==> src/hdl/hmlp_pkg.sv <==
// Shared constants, types and codes for the linear-probe hash map.
package hmlp_pkg;

    localparam int CAPACITY   = 64;
    localparam int HALF_CAP   = CAPACITY / 2;
    localparam int KEY_BYTES  = 8;
    localparam int IDX_W      = $clog2(CAPACITY);
    localparam int COUNT_W    = $clog2(HALF_CAP + 1);
    localparam int KEY_W      = 64;
    localparam int LEN_W      = 4;
    localparam int VAL_W      = 32;
    localparam int STATUS_W   = 3;
    localparam int ENTRY_W    = 6;

    // FNV-1a 64 offset basis; the prime is 2^40 + 0x1b3
    localparam logic [63:0] HASH_BASIS = 64'hcbf29ce484222325;

    localparam logic [STATUS_W-1:0] ST_UPDATED   = 3'd0;
    localparam logic [STATUS_W-1:0] ST_INSERTED  = 3'd1;
    localparam logic [STATUS_W-1:0] ST_FOUND     = 3'd2;
    localparam logic [STATUS_W-1:0] ST_NOT_FOUND = 3'd3;
    localparam logic [STATUS_W-1:0] ST_REJECTED  = 3'd4;

    localparam logic KIND_SET = 1'b0;
    localparam logic KIND_GET = 1'b1;

    typedef struct packed {
        logic [KEY_W-1:0] key;
        logic [LEN_W-1:0] len;
        logic [VAL_W-1:0] value;
    } slot_t;

endpackage

==> src/hdl/hmlp_hash.sv <==
// Iterative FNV-1a 64 hash unit: one key byte per cycle.
module hmlp_hash
(
    input  logic                            clk,
    input  logic                            rst_n,
    input  logic                            start,
    input  logic [hmlp_pkg::KEY_W-1:0]      key_bytes,
    input  logic [hmlp_pkg::LEN_W-1:0]      key_len,
    output logic                            done,
    output logic [63:0]                     hash
);

    logic                           busy_reg, busy_next;
    logic [hmlp_pkg::LEN_W-1:0]     left_reg, left_next;
    logic [hmlp_pkg::KEY_W-1:0]     shift_reg, shift_next;
    logic [63:0]                    h_reg, h_next;
    logic [63:0]                    mix;
    logic [63:0]                    prod;

    // h * (2^40 + 0x1b3) mod 2^64; 0x1b3 = 256 + 128 + 32 + 16 + 2 + 1
    assign mix  = h_reg ^ {56'd0, shift_reg[7:0]};
    assign prod = (mix << 40) + (mix << 8) + (mix << 7) + (mix << 5)
                + (mix << 4) + (mix << 1) + mix;

    assign done = busy_reg && (left_reg == '0);
    assign hash = h_reg;

    always_comb
    begin
        busy_next  = busy_reg;
        left_next  = left_reg;
        shift_next = shift_reg;
        h_next     = h_reg;
        if (start)
        begin
            busy_next  = 1'b1;
            left_next  = key_len;
            shift_next = key_bytes;
            h_next     = hmlp_pkg::HASH_BASIS;
        end
        else if (busy_reg)
        begin
            if (left_reg == '0)
            begin
                busy_next = 1'b0;
            end
            else
            begin
                h_next     = prod;
                shift_next = shift_reg >> 8;
                left_next  = left_reg - 1'b1;
            end
        end
    end

    always_ff @(posedge clk or negedge rst_n)
    begin
        if (!rst_n)
        begin
            busy_reg <= 1'b0;
            left_reg <= '0;
        end
        else
        begin
            busy_reg <= busy_next;
            left_reg <= left_next;
        end
    end

    always_ff @(posedge clk)
    begin
        shift_reg <= shift_next;
        h_reg     <= h_next;
    end

endmodule

==> config.mk <==
export PLATFORM = sky130hd
export DESIGN_NAME = hmlp_hash
export DESIGN_NICKNAME = d
export VERILOG_FILES = /design/src/hdl/hmlp_pkg.sv /design/src/hdl/hmlp_hash.sv
export SDC_FILE = /design/constraint.sdc
export NUM_CORES = 1
export LEC_CHECK = 0
export BUFFER_PORTS_ARGS = -buffer_cell sky130_fd_sc_hd__buf_2
export CORE_MARGIN = 3
export CORE_UTILIZATION = 67
export CTS_CLUSTER_SIZE = 12
export DETAILED_ROUTE_END_ITERATION = 8
export PLACE_DENSITY = 0.91
export SLEW_MARGIN = 15
export SYNTH_ARGS = -nofsm -noshare
export SYNTH_HDL_FRONTEND = slang
export SYNTH_SLANG_ARGS = --single-unit
==> constraint.sdc <==
create_clock -name clk -period 14.89 [get_ports clk]
set_clock_uncertainty 0.15 [all_clocks]
set_input_delay 2.2335 -clock clk [delete_from_list [all_inputs] [get_ports clk]]
set_output_delay 2.2335 -clock clk [all_outputs]
set_load 0.01 [all_outputs]
==> results.toml <==
[clock_tree]
cts_tree = "built"
insertion_delay_ps = 430
cts_post_setup_buffers_inserted = 0
cts_resized = 0
root_buffer = "clkbuf_16"
cts_made_buffers = 17
cts.sinks = 133
htree_num_levels = 4
ctsHoldBuffers = 0
clockBufferDepth = 2
cts.clk_slew.worst_paths_ps = 60

[synthesis]
synth_cell_types = 67
synth-edff-count = 64
syn_nets = 2066
yosysWarnings = 0
synthCells = 1639
async_flop_share_pct = 3.76
ys_seq_elements = 133
synth-seq-area-share_pct = 20.8
dominantRegCellSynth = "edfxtp_1"
syn_area_per_cell_um2 = 9.79
syn_area_um2 = 16000

[timing]
fin_setup_tns_ps = 0
slew_headroom_pct = 24.5
grt_setup_unrepaired = "no"
final-hold-violation-count = 0
clock.fmax_ghz = 0.156
tightestPinTransition_ps = 1120
slew_viol_final = 0
setup_violations = 0
layout_min_cycle_time_ps = 6420
whs_ps = 318
post-route-period-util_pct = 43.1

[route]
vias = 11900
ant_nets = 0
wl_per_cell_um = 20.7
viasPerCell = 5.90
drc_errors = 0
drt-initial-drc-count = 1132
dr.pass1.iters = 9
drt_wl_total_um = 41900

[global_routing]
overflow = 0
grt_pass1_wl_um = 68400
grt_use_total_pct = 33.9
grt_antenna_before_repair = 0
grt_max_degree = 68
grt_pass1_vias = 13000

[floorplanning]
fp.dieH_um = 161
core-area_um2 = 23100
die_area_um2 = 25800
die_w_um = 161
initial_core_util_pct = 69.6
rows = 55
ios = 136

[cells_and_area]
fin_nets = 2125
n_antenna_cell = 0
final_common_cell = "inv_1"
layout_common_cells = "inv_1 (399), fa_1 (245), buf_2 (134), nand2_1 (115), ha_1 (111)"
drive_gt1_share_pct = 14.7
area_growth_pct = 7.06
fin_area_um2 = 17200
fill_cells = 1553

[placed_design]
place_congestion = 0.968
numPortBuffers = 135
hpwl_um = 32600
place_area_um2 = 16600

[setup_path]
crit_chain = "xor2_1 -> inv_1 -> fa_1 -> inv_1 -> fa_1 -> fa_1 -> ha_1 -> ha_1 -> a21o_1 -> a221o_1 -> a31o_2 -> nand3_1 -> nand3b_1 -> a41o_1 -> a41oi_2 -> o21ai_1 -> and4_1 -> a221oi_1"
critical_path.most_common_cell = "fa_1"
path_buf_inv = 2
worstSetupPathType = "register to register"
crit_path_start_kind = "register"
cp_max_fo = 6
slowest_delay_ps = 740
end_kind = "register"
path_delay_family = "adder cells"
critPathArrivalTime_ps = 6590
worstPathRequired_ps = 15050
slowest_stage = "xor2_1"

[min_path]
worstHoldPathType = "register to register"

[status]
status = "finished, final reports clean"

[job]
cap_violations = 0
==> cell type report <==
cell class	count	area, um^2	share of cell area [%]
Tap cell	313	392	2.28
Clock buffer	18	429	2.50
Inverter	402	1510	8.79
Multi-Input combinational cell	1002	10600	61.7
Timing Repair Buffer	142	731	4.26
Clock inverter	14	191	1.11
Sequential cell	133	3330	19.4
==> worst min-delay path: stages, from the launching register on <==
cell and delay [ps]:
dfxtp_1 320, nand2_1 50, a21oi_1 50
==> per-layer routing <==
| layer | up-vias | global-route usage (%) | wire length, um |
|---|---|---|---|
| met5 | - | 0 | 0 |
| met4 | 0 | 15.6 | 2220 |
| met3 | 161 | 7.40 | 3840 |
| met2 | 646 | 57.5 | 20600 |
| met1 | 5863 | 41.6 | 15200 |
| li1 | 5279 | - | - |
==> Yosys cell counts, types with 4 or more instances <==
library cell  number  area share, %
a211oi_1           6           0.28
o21a_1             4           0.19
o21ai_0           42            1.3
nand4_1           12           0.47
and4_1             4           0.22
mux2_2            57            4.0
and3_1            12           0.47
clkbuf_1          32           0.75
o211ai_1          18           0.84
nor2_1            27           0.63
dfxtp_1           64            8.0
nand2_1          116            2.7
a22o_1             5           0.27
a21oi_1           90            2.8
fa_1             245             31
a21o_1            34            1.6
o21ai_1            4           0.12
nor3_1             8           0.25
a31oi_1            7           0.27
nor2b_1            7           0.27
xnor2_1           60            3.3
dfrtp_1            5           0.78
buf_4             59            2.8
nand3_1           13           0.41
and2_1            11           0.43
edfxtp_1          64             12
o21bai_1          14           0.66
buf_2              6           0.19
nor4_1             7           0.27
nand2b_1          10           0.39
a221oi_1           4           0.22
a41oi_1            4           0.22
a22oi_1            6           0.28
ha_1             111            8.7
inv_1            400            9.4
xor2_1            21            1.1
==> cells by family after synthesis <==
family,Yosys count,share of synthesized area (%)
buf+inv,504,13.2
mux,57,4.00
fa+ha+maj,356,39.2
flops,133,20.8
simple gates,240,7.23
xor+xnor,81,4.42
compound gates,268,11.1
==> path summary, 6_finish.rpt <==
kind,from,end,slack [ps],depth (start not counted)
setup / recovery,shift_reg[4],hash[63],8470,18
hold / removal,hash[46],hash[46],320,2
setup reg to reg,shift_reg[4],hash[63],8470,18
hold reg to reg,hash[46],hash[46],320,2
max in group asynchronous,rst_n,busy_reg,13000,1
min in group asynchronous,rst_n,left_reg[1],1460,1
==> per-stage QoR <==
step,setup WS (ps),utilization (%),std cells
3_3_place_gp,8740,71.8,1992
2_1_floorplan,9250,-,1639
3_5_place_dp,8610,71.8,1992
6_report,8470,74.5,2024
5_1_grt,8270,74.5,2024
4_1_cts,8530,74.5,2024
Power is left out: the tool's default activity adds up to more than one toggle a clock period on the data nets, which glitch-free logic cannot reach.
